## src/rtl/rpu_pkg.sv

```systemverilog
package rpu_pkg;

  // Default fraction width of the Q formats.
  localparam int FRAC_BITS_DEF = 24;

  // Field widths fixed by the data format.
  localparam int WORD_W     = 32;
  localparam int STEP_W     = 30;
  localparam int ETA_INC_W  = 27;
  localparam int ETA_DEC_W  = 25;
  localparam int DECAY_W    = 25;
  localparam int CFG_IDX_W  = 3;
  localparam int CFG_DATA_W = 27;

  // Product widths of the three multipliers.
  localparam int DECAY_PROD_W  = DECAY_W + 1 + WORD_W;
  localparam int GROW_PROD_W   = STEP_W + ETA_INC_W;
  localparam int SHRINK_PROD_W = STEP_W + ETA_DEC_W;

  // Register indexes on the configuration port.
  typedef enum logic [CFG_IDX_W-1:0] {
    CFG_FLAVOUR   = 3'd0,
    CFG_ETA_INC   = 3'd1,
    CFG_ETA_DEC   = 3'd2,
    CFG_DECAY     = 3'd3,
    CFG_ERR_INC   = 3'd4
  } cfg_idx_t;

  // Rprop flavours.
  typedef enum logic [1:0] {
    FLV_RPROP_PLUS   = 2'd0,
    FLV_RPROP_MINUS  = 2'd1,
    FLV_IRPROP_PLUS  = 2'd2,
    FLV_IRPROP_MINUS = 2'd3
  } flavour_t;

  // Register values after reset.
  localparam logic [ETA_INC_W-1:0] ETA_INC_RST = 27'd20132659;
  localparam logic [ETA_DEC_W-1:0] ETA_DEC_RST = 25'd8388608;
  localparam logic [DECAY_W-1:0]   DECAY_RST   = 25'd0;

  typedef struct packed {
    logic signed [WORD_W-1:0] weight_in;
    logic signed [WORD_W-1:0] grad_now;
    logic signed [WORD_W-1:0] grad_before;
    logic        [STEP_W-1:0] step_in;
    logic signed [WORD_W-1:0] delta_before;
  } rpu_in_t;

  typedef struct packed {
    logic signed [WORD_W-1:0] weight_out;
    logic        [STEP_W-1:0] step_out;
    logic signed [WORD_W-1:0] grad_kept;
    logic signed [WORD_W-1:0] delta_out;
  } rpu_out_t;

  typedef struct packed {
    flavour_t               flavour;
    logic [ETA_INC_W-1:0]   eta_increase;
    logic [ETA_DEC_W-1:0]   eta_decrease;
    logic [DECAY_W-1:0]     decay_rate;
    logic                   error_increased;
  } rpu_cfg_t;

  // Products and operands handed from the multiplier stage to the update stage.
  typedef struct packed {
    logic signed [DECAY_PROD_W-1:0] decay_prod;
    logic        [GROW_PROD_W-1:0]  grow_prod;
    logic        [SHRINK_PROD_W-1:0] shrink_prod;
    logic                           same_sign;
    logic                           opp_sign;
    logic signed [WORD_W-1:0]       weight;
    logic signed [WORD_W-1:0]       grad;
    logic signed [WORD_W-1:0]       delta;
    logic        [STEP_W-1:0]       step;
  } rpu_prod_t;

endpackage

```

## src/rtl/rpu_cfg_regs.sv

```systemverilog
module rpu_cfg_regs
  import rpu_pkg::*;
(
  input  logic                  clk,
  input  logic                  rst_n,
  input  logic                  cfg_valid,
  output logic                  cfg_ready,
  input  logic [CFG_IDX_W-1:0]  cfg_index,
  input  logic [CFG_DATA_W-1:0] cfg_data,
  output rpu_cfg_t              cfg
);

  rpu_cfg_t cfg_r;

  // Writes are taken whenever the block is out of reset.
  assign cfg_ready = rst_n;
  assign cfg     = cfg_r;

  // Register file; an unknown index leaves every register as it is.
  always_ff @(posedge clk) begin
    if (!rst_n) begin
      cfg_r.flavour         <= FLV_RPROP_PLUS;
      cfg_r.eta_increase    <= ETA_INC_RST;
      cfg_r.eta_decrease    <= ETA_DEC_RST;
      cfg_r.decay_rate      <= DECAY_RST;
      cfg_r.error_increased <= 1'b0;
    end else if (cfg_valid && cfg_ready) begin
      case (cfg_index)
        CFG_FLAVOUR: cfg_r.flavour      <= flavour_t'(cfg_data[1:0]);
        CFG_ETA_INC: cfg_r.eta_increase <= cfg_data[ETA_INC_W-1:0];
        CFG_ETA_DEC: cfg_r.eta_decrease <= cfg_data[ETA_DEC_W-1:0];
        CFG_DECAY:   cfg_r.decay_rate   <= cfg_data[DECAY_W-1:0];
        CFG_ERR_INC: cfg_r.error_increased <= cfg_data[0];
        default: begin
        end
      endcase
    end
  end

endmodule

```

## config.mk

```make
export PLATFORM = sky130hd
export DESIGN_NAME = rpu_cfg_regs
export DESIGN_NICKNAME = d
export VERILOG_FILES = /design/src/rtl/rpu_pkg.sv /design/src/rtl/rpu_cfg_regs.sv
export SDC_FILE = /design/constraint.sdc
export NUM_CORES = 1
export LEC_CHECK = 0
export BUFFER_PORTS_ARGS = -buffer_cell sky130_fd_sc_hd__buf_2
export CELL_PAD_IN_SITES_DETAIL_PLACEMENT = 0
export CELL_PAD_IN_SITES_GLOBAL_PLACEMENT = 2
export CORE_MARGIN = 2
export CORE_UTILIZATION = 29
export CTS_CLUSTER_DIAMETER = 50
export DETAILED_ROUTE_END_ITERATION = 16
export HOLD_SLACK_MARGIN = 0.12
export PLACE_DENSITY = 0.89
export SLEW_MARGIN = 0
export SYNTH_ARGS = -nofsm -noshare
export SYNTH_HDL_FRONTEND = slang
export SYNTH_SLANG_ARGS = --single-unit
```

## constraint.sdc

```tcl
create_clock -name clk -period 2.1 [get_ports clk]
set_input_delay 0.42 -clock clk [delete_from_list [all_inputs] [get_ports clk]]
set_output_delay 0.42 -clock clk [all_outputs]
set_load 0.03 [all_outputs]
```

==> impl_metrics.ini <==
[hold_path]
hp-class = in2reg
worstHoldEndpoint = cfg[76]$_SDFFE_PN0P_
worstHoldPathCells = 3
holdCritStartpoint = cfg_data[25]

[finish]
area_delta_synth_final_pct = 30.3
nets = 489
final_core_util = 0.384
antenna_cells = 0
drive_above_1_share = 0.315
final_cells = 597
largest_reg_flops = 80
fill_cells = 1088

[placed_design]
place_inst = 581
place_hpwl_microns = 6210
routabilityCongestion = 0.769
port_buffers = 113

[worst_setup_path]
timing.rr.end = cfg[49]$_SDFFE_PN1P_
critPathMaxStageDelay_ns = 0.38
cp_cell_sequence = buf_2
end_kind = output pin
cp.required_ns = 1.68
worst-path-buf-inv = 1
ff2ff_path_depth = 2
crit_family = flip-flops
timing.rr.start = cfg[49]$_SDFFE_PN1P_
arrival_ns = 0.94
r2r_slack_ns = 1.27
crit_type = reg2out
critPathMaxFanout = 2
start_kind = register
crit_slowest_cell = dfxtp_1

[timing]
finalSetupTns_ns = 0
finalClockSkew_ns = 0
worst_pin_slew_ns = 0.637
period_minus_slack_ns = 1.36
hold_viol = 0
fin_crit_sh = 0.649
maxSlewHeadroom = 0.575
drv_slew = 0
finalSetupViolCount = 0
hold_slack_ns = 0.287
fmax_ghz = 0.734
rsz0062_at_grt = false

[grt]
grt_pass1_vias = 2687
antenna_found_initial = 0
grt_max_degree = 62
grt_usage = 0.160
grt_pass1_wl_microns = 14000
overflow = 0

[drt]
drc = 0
viasPerCell = 4.60
initialDrtViolationCount = 74
vias = 2744
wire_per_inst_microns = 14.7
wirelength_microns = 8750
firstDrtPassIters = 4
antenna_left = 0

[synthesis]
yosysWarnings = 0
syn_area_per_cell_sq_um = 8.65
synth_seq_cells = 80
ys.flop_type = dfxtp_1
synth_largest_area_cell = dfxtp_1
yosys.cell_count.top_type = dfxtp_1
syn_area_sq_um = 3000
async_flop_share = 0
synth_seq_area_share = 0.534
syn_nets = 380
synth_top_area_share = 0.534
synth-edff-count = 0
ys_types = 25
synth_common_cells = dfxtp_1 (80), nand2_1 (68), o21ai_0 (52), nand3_1 (41), mux2i_1 (27)
syn_inst = 347
yosys-top-cells-area = dfxtp_1 (53%), mux2i_1 (9.0%), o21ai_0 (8.7%), nand2_1 (8.5%), nand3_1 (6.8%)

[cts]
cts_hold_buf = 0
htreeDepth = 3
ctsLongestPathBuffers = 2
post_cts_buffers = 0
clk_pin_slew_worst_paths_ns = 0.09
numCtsBuffers = 9
cts.sinks = 80
post_cts_resized = 0
cts_tree = done
clock_latency_ns = 0.34
cts_root_buf = clkbuf_8

[floorplan]
die_y_microns = 106
die_w_microns = 106
row_count = 37
die_area_sq_um = 11200
initial_core_util = 0.295
core_sq_um = 10200
design.portCount = 114

[pwr]
p_per_area_nw_per_um2 = 761
vdd_drop_max_uv = 246
power_leakage_nw = 1.72

[status]
status = finished clean

[flow_run]
drv_cap = 0
[power by group]
group	internal [mW]	switching [mW]	total (mW)
registers	1.55	0.0173	1.57
clock network	0.581	0.558	1.14
logic	0.0806	0.194	0.274
[worst min-delay path, stage by stage]
cell,delay [ns]
buf_2,0.08
nand3_1,0.05
o21ai_0,0.06
[logic make-up after synthesis]
kind of cell    synth area share
simple gates               0.189
flops                      0.534
compound gates             0.112
buf+inv                   0.0717
mux                       0.0938
[worst max-delay path by stage]
stage	start	cells after the start	endpoint
floorplan	cfg_index[2]	3	cfg[49]$_SDFFE_PN1P_
global placement	rst_n	4	cfg[49]$_SDFFE_PN1P_
detailed placement	rst_n	4	cfg[49]$_SDFFE_PN1P_
CTS	cfg[67]$_SDFFE_PN1P_	1	cfg[67]
global route	cfg[67]$_SDFFE_PN1P_	1	cfg[67]
finish	cfg[67]$_SDFFE_PN1P_	1	cfg[67]
[per-layer routing]
layer  vias up  share of wire  routed length, microns  GRT usage
li1       1384              -                       -          -
met1      1256           0.50                    4360      0.221
met2        93           0.43                    3720      0.242
met3        11          0.064                     559     0.0421
met4         0          0.013                     111     0.0536
met5         -              0                       0          0
[per-stage QoR]
| stage | worst slack, ns | total power, mW | area, sq um |
|---|---|---|---|
| 2_1_floorplan | 0.684 | 1.76 | 3000 |
| 3_3_place_gp | 0.472 | 1.87 | 3710 |
| 3_5_place_dp | 0.435 | 1.88 | 3710 |
| 4_1_cts | 0.729 | 3.02 | 3910 |
| 5_1_grt | 0.702 | 3.12 | 3910 |
| 6_report | 0.737 | 2.98 | 3910 |
[cells in the final DEF, fill, tap and decap left out, drive strengths merged]
cell type	synthesis	layout
and4b	1	1
clkbuf	18	11
a21oi	6	6
nand3	41	41
o211ai	6	6
nand2	68	68
mux2i	27	27
o21ai	52	52
nor4bb	1	1
nor2	2	2
bufinv	0	1
inv	23	23
nand4b	1	1
nand2b	1	1
clkinv	0	3
dfxtp	80	80
clkinvlp	0	1
mux2	1	1
nor2b	1	1
buf	9	125
nand3b	1	1
nor3	8	8
[cell type report]
type                       instances  area (sq um)  area share
clock buffer                      11           141      0.0361
clock inverter                     5          56.3      0.0144
inverter                          23          86.3      0.0221
multi-input combinational        217          1190       0.304
sequential                        80          1600       0.409
tap                              136           170      0.0435
timing repair buffer             125           668       0.171
Note: power is estimated with default switching activity, not from simulation.
