File: config.mk
export PLATFORM = sky130hd
export DESIGN_NAME = rpu_update
export DESIGN_NICKNAME = d
export VERILOG_FILES = /design/src/rtl/rpu_pkg.sv /design/src/rtl/rpu_update.sv
export SDC_FILE = /design/constraint.sdc
export NUM_CORES = 1
export LEC_CHECK = 0
export BUFFER_PORTS_ARGS = -buffer_cell sky130_fd_sc_hd__clkbuf_2
export CORE_AREA = 2 2 199 201
export DETAILED_ROUTE_END_ITERATION = 10
export DIE_AREA = 0 0 201 203
export PLACE_DENSITY = 0.71
export SETUP_SLACK_MARGIN = 0.1
export SYNTH_ARGS = -nofsm -noshare
export SYNTH_HDL_FRONTEND = slang
export SYNTH_SLANG_ARGS = --single-unit
File: constraint.sdc
create_clock -name clk -period 18.5 [get_ports clk]
set_clock_uncertainty 0.1 [all_clocks]
set_input_delay 0.925 -clock clk [delete_from_list [all_inputs] [get_ports clk]]
set_output_delay 0.925 -clock clk [all_outputs]
set_load 0.02 [all_outputs]
File: src/rtl/rpu_pkg.sv
package rpu_pkg;

  // Default fraction width of the Q formats.
  localparam int FRAC_BITS_DEF = 24;

  // Field widths fixed by the data format.
  localparam int WORD_W     = 32;
  localparam int STEP_W     = 30;
  localparam int ETA_INC_W  = 27;
  localparam int ETA_DEC_W  = 25;
  localparam int DECAY_W    = 25;
  localparam int CFG_IDX_W  = 3;
  localparam int CFG_DATA_W = 27;

  // Product widths of the three multipliers.
  localparam int DECAY_PROD_W  = DECAY_W + 1 + WORD_W;
  localparam int GROW_PROD_W   = STEP_W + ETA_INC_W;
  localparam int SHRINK_PROD_W = STEP_W + ETA_DEC_W;

  // Register indexes on the configuration port.
  typedef enum logic [CFG_IDX_W-1:0] {
    CFG_FLAVOUR   = 3'd0,
    CFG_ETA_INC   = 3'd1,
    CFG_ETA_DEC   = 3'd2,
    CFG_DECAY     = 3'd3,
    CFG_ERR_INC   = 3'd4
  } cfg_idx_t;

  // Rprop flavours.
  typedef enum logic [1:0] {
    FLV_RPROP_PLUS   = 2'd0,
    FLV_RPROP_MINUS  = 2'd1,
    FLV_IRPROP_PLUS  = 2'd2,
    FLV_IRPROP_MINUS = 2'd3
  } flavour_t;

  // Register values after reset.
  localparam logic [ETA_INC_W-1:0] ETA_INC_RST = 27'd20132659;
  localparam logic [ETA_DEC_W-1:0] ETA_DEC_RST = 25'd8388608;
  localparam logic [DECAY_W-1:0]   DECAY_RST   = 25'd0;

  typedef struct packed {
    logic signed [WORD_W-1:0] weight_in;
    logic signed [WORD_W-1:0] grad_now;
    logic signed [WORD_W-1:0] grad_before;
    logic        [STEP_W-1:0] step_in;
    logic signed [WORD_W-1:0] delta_before;
  } rpu_in_t;

  typedef struct packed {
    logic signed [WORD_W-1:0] weight_out;
    logic        [STEP_W-1:0] step_out;
    logic signed [WORD_W-1:0] grad_kept;
    logic signed [WORD_W-1:0] delta_out;
  } rpu_out_t;

  typedef struct packed {
    flavour_t               flavour;
    logic [ETA_INC_W-1:0]   eta_increase;
    logic [ETA_DEC_W-1:0]   eta_decrease;
    logic [DECAY_W-1:0]     decay_rate;
    logic                   error_increased;
  } rpu_cfg_t;

  // Products and operands handed from the multiplier stage to the update stage.
  typedef struct packed {
    logic signed [DECAY_PROD_W-1:0] decay_prod;
    logic        [GROW_PROD_W-1:0]  grow_prod;
    logic        [SHRINK_PROD_W-1:0] shrink_prod;
    logic                           same_sign;
    logic                           opp_sign;
    logic signed [WORD_W-1:0]       weight;
    logic signed [WORD_W-1:0]       grad;
    logic signed [WORD_W-1:0]       delta;
    logic        [STEP_W-1:0]       step;
  } rpu_prod_t;

endpackage

File: src/rtl/rpu_update.sv
module rpu_update
  import rpu_pkg::*;
#(
  parameter int FRAC_BITS = FRAC_BITS_DEF
) (
  input  logic      clk,
  input  logic      rst_n,
  input  logic      prod_valid,
  input  rpu_prod_t prod,
  input  rpu_cfg_t  cfg,
  output logic      out_valid,
  output rpu_out_t  out_item
);

  localparam int ACC_W = 60;
  localparam int WSUM_W = WORD_W + 3;

  // Step limits: 50.0 capped to the field, and 1e-6 rounded but never zero.
  localparam logic [63:0] STEP_CAP_RAW = 64'd50 << FRAC_BITS;
  localparam logic [63:0] STEP_FIELD   = (64'd1 << STEP_W) - 64'd1;
  localparam logic [63:0] STEP_MAX     = (STEP_CAP_RAW < STEP_FIELD) ? STEP_CAP_RAW
                                                                     : STEP_FIELD;
  localparam logic [63:0] STEP_MIN_RAW = ((64'd1 << FRAC_BITS) + 64'd500000) / 64'd1000000;
  localparam logic [63:0] STEP_MIN     = (STEP_MIN_RAW > 64'd0) ? STEP_MIN_RAW : 64'd1;
  localparam logic [GROW_PROD_W:0] STEP_MAX_G = STEP_MAX[GROW_PROD_W:0];
  localparam logic [GROW_PROD_W:0] STEP_MIN_G = STEP_MIN[GROW_PROD_W:0];

  // Rounding offsets for the shift by FRAC_BITS.
  localparam logic signed [ACC_W-1:0] HALF_S = 60'sd1 <<< (FRAC_BITS - 1);
  localparam logic [GROW_PROD_W:0]    HALF_U = {{GROW_PROD_W{1'b0}}, 1'b1} << (FRAC_BITS - 1);

  function automatic logic signed [WORD_W-1:0] sat_acc(input logic signed [ACC_W-1:0] v);
    logic signed [WORD_W-1:0] r;
    if ((v[ACC_W-1:WORD_W-1] == '0) || (v[ACC_W-1:WORD_W-1] == '1)) begin
      r = v[WORD_W-1:0];
    end else begin
      r = {v[ACC_W-1], {(WORD_W-1){~v[ACC_W-1]}}};
    end
    return r;
  endfunction

  function automatic logic signed [WORD_W-1:0] sat_wsum(input logic signed [WSUM_W-1:0] v);
    logic signed [WORD_W-1:0] r;
    if ((v[WSUM_W-1:WORD_W-1] == '0) || (v[WSUM_W-1:WORD_W-1] == '1)) begin
      r = v[WORD_W-1:0];
    end else begin
      r = {v[WSUM_W-1], {(WORD_W-1){~v[WSUM_W-1]}}};
    end
    return r;
  endfunction

  logic signed [ACC_W-1:0]  decay_sum;
  logic signed [ACC_W-1:0]  change0;
  logic [GROW_PROD_W:0]     grow_sum;
  logic [GROW_PROD_W:0]     grown;
  logic [GROW_PROD_W:0]     shrink_sum;
  logic [GROW_PROD_W:0]     shrunk;
  logic [GROW_PROD_W:0]     shrunk_min;
  logic [STEP_W-1:0]        grown_clip;
  logic [STEP_W-1:0]        shrunk_clip;
  logic [STEP_W-1:0]        step_new;
  logic signed [WORD_W-1:0] grad_new;
  logic signed [ACC_W-1:0]  step_ext;
  logic signed [ACC_W-1:0]  change_full;
  logic signed [WORD_W-1:0] change;
  logic                     backtrack;
  logic                     add_change;
  logic signed [WSUM_W-1:0] wsum;
  logic signed [WSUM_W-1:0] w_ext;
  logic signed [WSUM_W-1:0] d_ext;
  logic signed [WSUM_W-1:0] c_ext;
  rpu_out_t                 out_nxt;
  rpu_out_t                 out_r;
  logic                     out_valid_r;

  // Rounded decay term and the grown and shrunk step sizes.
  always_comb begin
    decay_sum  = ACC_W'(prod.decay_prod) + HALF_S;
    change0    = -(decay_sum >>> FRAC_BITS);
    grow_sum   = {1'b0, prod.grow_prod} + HALF_U;
    grown      = grow_sum >> FRAC_BITS;
    grown_clip = (grown < STEP_MAX_G) ? grown[STEP_W-1:0] : STEP_MAX_G[STEP_W-1:0];
    shrink_sum = (GROW_PROD_W + 1)'(prod.shrink_prod) + HALF_U;
    shrunk     = shrink_sum >> FRAC_BITS;
    shrunk_min = (shrunk < STEP_MIN_G) ? STEP_MIN_G : shrunk;
    shrunk_clip = (shrunk_min < STEP_MAX_G) ? shrunk_min[STEP_W-1:0]
                                            : STEP_MAX_G[STEP_W-1:0];
  end

  // Flavour decisions: new step, kept gradient, backtracking and weight update.
  always_comb begin
    step_new   = prod.step;
    grad_new   = prod.grad;
    backtrack  = 1'b0;
    add_change = 1'b1;
    if (prod.same_sign) begin
      step_new = grown_clip;
    end else if (prod.opp_sign) begin
      step_new  = shrunk_clip;
      backtrack = (cfg.flavour == FLV_RPROP_PLUS) ||
                  ((cfg.flavour == FLV_IRPROP_PLUS) && cfg.error_increased);
      if (cfg.flavour != FLV_RPROP_MINUS) begin
        grad_new = '0;
      end
      add_change = (cfg.flavour == FLV_RPROP_MINUS) || (cfg.flavour == FLV_IRPROP_MINUS);
    end

    // The sign step; a zeroed gradient leaves only the decay term.
    step_ext = ACC_W'(step_new);
    if (grad_new == '0) begin
      change_full = change0;
    end else if (grad_new[WORD_W-1]) begin
      change_full = change0 + step_ext;
    end else begin
      change_full = change0 - step_ext;
    end
    change = sat_acc(change_full);

    w_ext = WSUM_W'(prod.weight);
    d_ext = backtrack  ? WSUM_W'(prod.delta) : '0;
    c_ext = add_change ? WSUM_W'(change)     : '0;
    wsum  = w_ext - d_ext + c_ext;

    out_nxt.weight_out = sat_wsum(wsum);
    out_nxt.step_out   = step_new;
    out_nxt.grad_kept  = grad_new;
    out_nxt.delta_out  = change;
  end

  // Result register; the strobe follows the operand valid in the next cycle.
  always_ff @(posedge clk) begin
    out_r <= out_nxt;
    if (!rst_n) begin
      out_valid_r <= 1'b0;
    end else begin
      out_valid_r <= prod_valid;
    end
  end

  assign out_valid = out_valid_r;
  assign out_item  = out_r;

endmodule

==> results.md, run 1 <==
- Status: completed
- RSZ-0062 raised after global routing: no
- Die area: between 0.04 and 0.05 sq mm
- Detailed Route Iter0 Violations: about 1900
- Total track usage: 0.329
- Total number of vias: between 15000 and 20000
- Sequential share of the synthesized area: 0.153
- Nets: slightly above 3000
- Slew headroom: 0.175
- Ys async rst share: 0
- Crit end category: register
- TritonCTS clock tree: done
- Initial antenna violation count: 9
- PostCTS Resize Cnt: 0
- Seq. cell area: ~0.0025 sq mm
- Syn avg cell area: 7.19 sq um
- Number of enable flip-flop cells after synthesis: 0
- Startpoint Class: input pin
- Drt total wl: around 70000 um
- Reg clk slew, reported paths: 60 ps
- PortBufs: 361
- Worst Hold Class: input pin to register
- Global route overflow: 0
- Starting Density: 0.431
- Vias per cell: just over 6
- Clock buffer count from CTS: 17
- MaxCap Viol Count: 0
- #FFs+latches synth: 127
- Worst EP arrival: 16030 ps
- Largest net degree at the start of global routing: between 40 and 50
- DIE WIDTH: 201 um
- Worst vdd ir: ~0.000078 V
- TritonRoute pass-1 iters: 6
- IO Pins: approximately 510
- Syn-to-layout area delta: 16.9%
- Setup CP Type: input pin to register
- Clock sink count: between 100 and 150
- Detailed placement HPWL: ~58000 um
- Rows: 72
- Count of different cell masters after synthesis: 84
- Tmin final: approximately 16000 ps
- Syn Inst Count: around 2300
- Peak Freq: roughly 64 MHz
- CP max-delay cell: nor2_1
- Worst Tran Pin Value: between 1000 and 1500 ps
- Htree depth: 4
- CTS Root Cell: clkbuf_16
- Placer Congestion: 1.04
- Crit path required time: around 19000 ps
- Hold_buf cts: 0
- Synth Net Count: 2821
- Fillcell total: about 3900
- Die height: 203 um
- Final hold violations: 0
- Multi-input gate area in the final layout: 0.0131 sq mm
- Core footprint: between 0.03 and 0.04 sq mm
- Clk buf depth: 2
- Detail Route Antenna Nets: 0
- Layout cells sized above 1: 0.182
- Routed len/inst: about 22 um
- Crit-path max cell delay: between 1000 and 1500 ps
- P_leak: 8.42 nW
- Power Total: 0.00200 W
- Synth Cell Area: between 0.015 and 0.02 sq mm
- Residual DRC: 0
- Fin util: 0.504
- Cell Pwr Density: a little over 100 mW/mm^2
- Top FF cell, synth: dfxtp_1
- Vias in the first global route: between 15000 and 20000
- Setup bufs post-CTS: 0
- CP Max Fanout: 33
- YS warnings: 0
- Slew Limit Fails: 0
- Setup violations, final: 0
- Setup total negative slack: 0 ps
- Period utilization: 0.851
- First-pass GRT wire length: a little over 100000 um
[critical path, delay by kind of cell]
family,cells,cell delay (ps)
AOI/OAI and AO/OA,18,4880
xor gates and xnor gates,1,180
adders and majority gates,3,1530
buffers and inverters,4,980
and+or+nand+nor,17,7500
[worst paths after layout]
kind / slack (ps) / to / cells after the start / start
worst max-delay path: 2760 / out_item[107] / 43 / prod[157]
worst min-delay path: 590 / out_item[36] / 2 / prod[66]
[layout make-up]
class,instances,area share
Antenna cell,5,0.000645
Clock buffer,18,0.0221
Inverter,138,0.0267
Tap cell,518,0.0334
Multi-Input combinational cell,1926,0.675
Sequential cell,127,0.131
Timing Repair Buffer,386,0.103
Clock inverter,14,0.00871
[Yosys cell counts (all sizes together), types with 20 or more instances]
library cell,count,share of area
a21oi,178,0.054
or3,23,0.0093
a31oi,24,0.0090
inv,138,0.031
and2,86,0.032
o21a,25,0.011
nand2,192,0.044
ha,98,0.074
and3,23,0.0087
nand4,58,0.022
xor2,69,0.036
o31a,21,0.011
nor4,41,0.017
dfxtp,127,0.15
o21ai,148,0.045
nand2b,21,0.0079
nor3,43,0.013
a211oi,20,0.0090
nor2,195,0.044
o211ai,23,0.010
clkbuf,105,0.024
xnor2,145,0.077
o31ai,27,0.013
nand3,97,0.029
fa,33,0.040
a21o,69,0.031
mux2i,25,0.015
[cells by family after synthesis]
| kind of cell | share of synthesized area |
|---|---|
| flops | 0.153 |
| mux | 0.0212 |
| fa+ha+maj | 0.114 |
| compound gates | 0.273 |
| simple gates | 0.267 |
| xor+xnor | 0.113 |
| buf+inv | 0.0594 |
[cells in the final DEF, fill, tap and decap left out, types with 13 or more instances in the layout]
cell and count:
ha_1 98, xnor2_1 145, fa_1 33, a21o_1 69
nand2_1 191, or3_1 21, clkbuf_16 17, buf_4 25
o21ai_0 134, or4_1 14, xor2_1 69, and2_1 86
a31oi_1 24, nor4_1 37, nand3_1 97, dfxtp_1 127
inv_1 137, mux2i_1 25, o21bai_1 17, nor3_1 42
or2_2 14, a21oi_1 177, o211ai_1 23, o31a_1 21
and4_1 13, nand4_1 57, o21a_1 25, o31ai_1 26
and3_1 23, nand2b_1 21, a22oi_1 17, clkbuf_2 361
nor2_1 192, a211oi_1 20
[metal layers]
metal  vias to the layer above  global-route usage  routed length, um
met5                         -                   0                 11
li1                       8951                   -                  -
met2                      1072               0.496              29400
met1                      8883               0.450              30000
met3                       119              0.0655               6930
met4                         2               0.153               3180
[sequential cells by signal, indices dropped and copies added (netlist names)]
register   count
out_item     126
out_valid      1
[per-stage QoR]
step	instances	hold slack, ps	setup WS (ps)	instance area [sq um]
final	3132	587	2760	19400
after global routing	3131	576	2230	19400
after CTS	3127	564	3140	19400
after detailed placement	3095	1050	2700	18800
after global placement	3095	1050	2890	18800
after floorplan	2309	947	5760	16600
[report_power, final]
| group | switching, W | total, W | internal, W |
|---|---|---|---|
| Combinational | 0.000782 | 0.00126 | 0.000480 |
| Sequential | 0.0000261 | 0.000377 | 0.000351 |
| Clock | 0.000153 | 0.000357 | 0.000203 |
| Total | 0.000962 | 0.00200 | 0.00103 |
Power figures use the tool's default switching activity.
==> run 2, diff against run 1 <==
Settings changed: GPL_TIMING_DRIVEN from default to 0, SKIP_LAST_GASP from default to 1.
Clock period 18.5 ns to 19.6 ns, I/O delays scaled along.
==> results.md, run 2 (synthesis gave the netlist of run 1 again) <==
- Status: completed (unchanged)
- PostCTS Resize Cnt: 0 (unchanged)
- Clock sink count: 127 (unchanged)
- Setup bufs post-CTS: 0 (unchanged)
- Commonest non-fill, non-tap cell in the layout: clkbuf_2 (unchanged)
- Routed len/inst: 22.4 um (was 22.2 um)
- Met1 layer usage reported by global route: 0.447 (was 0.450)
- PortBufs: 339 (was 361)
- Total number of vias: 19514 (was 19027)
- Detailed Route Iter0 Violations: 1954 (was 1913)
- Core footprint: 0.0385 sq mm (unchanged)
- Worst EP arrival: 17010 ps (was 16030 ps)
- TritonCTS clock tree: done (unchanged)
- Seq. cell area: 0.00254 sq mm (unchanged)
- RSZ-0062 raised after global routing: no (unchanged)
- Cell Pwr Density: 97.3 mW/mm^2 (was 103 mW/mm^2)
- Hold WS: 647 ps (was 587 ps)
- Clock buffer count from CTS: 17 (unchanged)
- Worst vdd ir: 0.0000656 V (was 0.0000777 V)
- Multi-input gate area in the final layout: 0.0131 sq mm (about the same)
- Htree depth: 4 (unchanged)
- Peak Freq: about 60 MHz
- CP Max Fanout: 10 (was 33)
- Global route overflow: 0 (unchanged)
- CTS Root Cell: clkbuf_16 (unchanged)
- GRT met3 Usage: 0.0756 (was 0.0655)
- Hold_buf cts: 0 (unchanged)
- Placer Congestion: 1.10 (was 1.04)
- Fillcell total: 3936 (was 3883)
- TritonRoute pass-1 iters: 8 (was 6)
- Detail Route Antenna Nets: 0 (unchanged)
- Syn-to-layout area delta: 17.9% (was 16.9%)
- P_leak: 8.37 nW (was 8.42 nW)
- Final instance area: 0.0196 sq mm (was 0.0194 sq mm)
- WHS Path Cells: 2 (unchanged)
- DP Area: 0.0189 sq mm (was 0.0188 sq mm)
- Reg clk slew, reported paths: 50 ps (was 60 ps)
- Die height: 203 um (unchanged)
- Detailed placement HPWL: 60400 um (was 57700 um)
- Slew headroom: 0.177 (was 0.175)
- Nets: 3179 (was 3108)
- Rows: 72 (unchanged)
- Total track usage: 0.339 (was 0.329)
- Clk buf depth: 2 (unchanged)
- Layout cells sized above 1: 0.162 (was 0.182)
- Period utilization: 0.854
- Max reg flops: 126 (unchanged)
- Crit path required time: 19870 ps (was 18790 ps)
- GR Util met2: 0.508 (was 0.496)
- Setup violations, final: 0 (unchanged)
- Crit end category: register (unchanged)
- MaxCap Viol Count: 0 (unchanged)
- Worst Tran Pin Value: 1240 ps (about the same)
- Most frequent cells in the layout: clkbuf_2 (339), nor2_1 (195), nand2_1 (191), a21oi_1 (178), xnor2_1 (145) (was clkbuf_2 (361), nor2_1 (192), nand2_1 (191), a21oi_1 (177), xnor2_1 (145))
- Vias in the first global route: 18086 (was 17582)
- Setup total negative slack: 0 ps (unchanged)
- IO Pins: 508 (unchanged)
- Largest net degree at the start of global routing: 17 (was 46)
- Startpoint Class: input pin (unchanged)
- CP max-delay cell: nor3_1 (was nor2_1)
- Slew Limit Fails: 0 (unchanged)
- Worst Hold Class: input pin to register (unchanged)
- Initial antenna violation count: 6 (was 9)
- Vias per cell: 6.09 (was 6.08)
- Starting Density: 0.431 (unchanged)
- Final hold violations: 0 (unchanged)
- Die area: 0.0408 sq mm (unchanged)
- First-pass GRT wire length: 106000 um (was 104000 um)
- DIE WIDTH: 201 um (unchanged)
- GRT busiest layer: met2 (unchanged)
- Setup CP Type: input pin to register (unchanged)
- Crit-path most repeated cell: clkbuf_1
- Residual DRC: 0 (unchanged)
- Crit-path max cell delay: 940 ps (was 1030 ps)
- Tmin final: ~17000 ps
- Drt total wl: 71700 um (was 69600 um)
==> run 2: cell count changes in the layout (fill, tap and decap cells not counted), sizes merged <==
cell	before	now
bufinv	2	3
buf	25	13
inv	146	143
clkinvlp	1	3
clkbuf	379	462
==> run 2: final cells by class <==
type,count,share of cell area
multi-input combinational,1926,0.668
timing repair buffer,339,0.0867
inverter,138,0.0265
sequential,127,0.130
antenna,5,0.000639
clock buffer,18,0.0219
buffer,118,0.0239
tap,518,0.0331
clock inverter,14,0.00927
==> run 2: metal layers <==
layer  part of all wire  vias up  wire, um
met1               0.41     9097     29600
met3               0.11      174      7860
met5            0.00018        -        13
met4              0.064        2      4610
met2               0.41     1121     29500
li1                   -     9120         -
==> run 2: through the flow <==
| stage | utilization | worst slack [ps] | power [W] | instances |
|---|---|---|---|---|
| after floorplan | - | 6800 | 0.00118 | 2309 |
| after global placement | 0.492 | 2990 | 0.00151 | 3166 |
| after detailed placement | 0.492 | 2860 | 0.00153 | 3166 |
| after CTS | 0.508 | 3270 | 0.00188 | 3198 |
| after global routing | 0.509 | 1910 | 0.00202 | 3203 |
| final | 0.509 | 2860 | 0.00190 | 3203 |
==> run 2: where the power goes <==
group | internal, W | leakage, nW | switching (W)
logic | 0.000451 | 7.02 | 0.000750
clock network | 0.000203 | 0.290 | 0.000144
registers | 0.000332 | 1.07 | 0.0000254
total | 0.000986 | 8.37 | 0.000919
==> run 2: worst max-delay path: cells and delay by family <==
family | cells | cell delay [ps]
compound gates | 18 | 4980
xor+xnor | 1 | 160
fa+ha+maj | 5 | 1370
mux | 1 | 200
simple gates | 18 | 6680
buf+inv | 10 | 2570
==> run 2: worst paths after layout <==
| path | slack, ps | to | startpoint |
|---|---|---|---|
| worst max-delay path | 2860 | out_item[112] | prod[157] |
| worst min-delay path | 650 | out_valid | prod_valid |
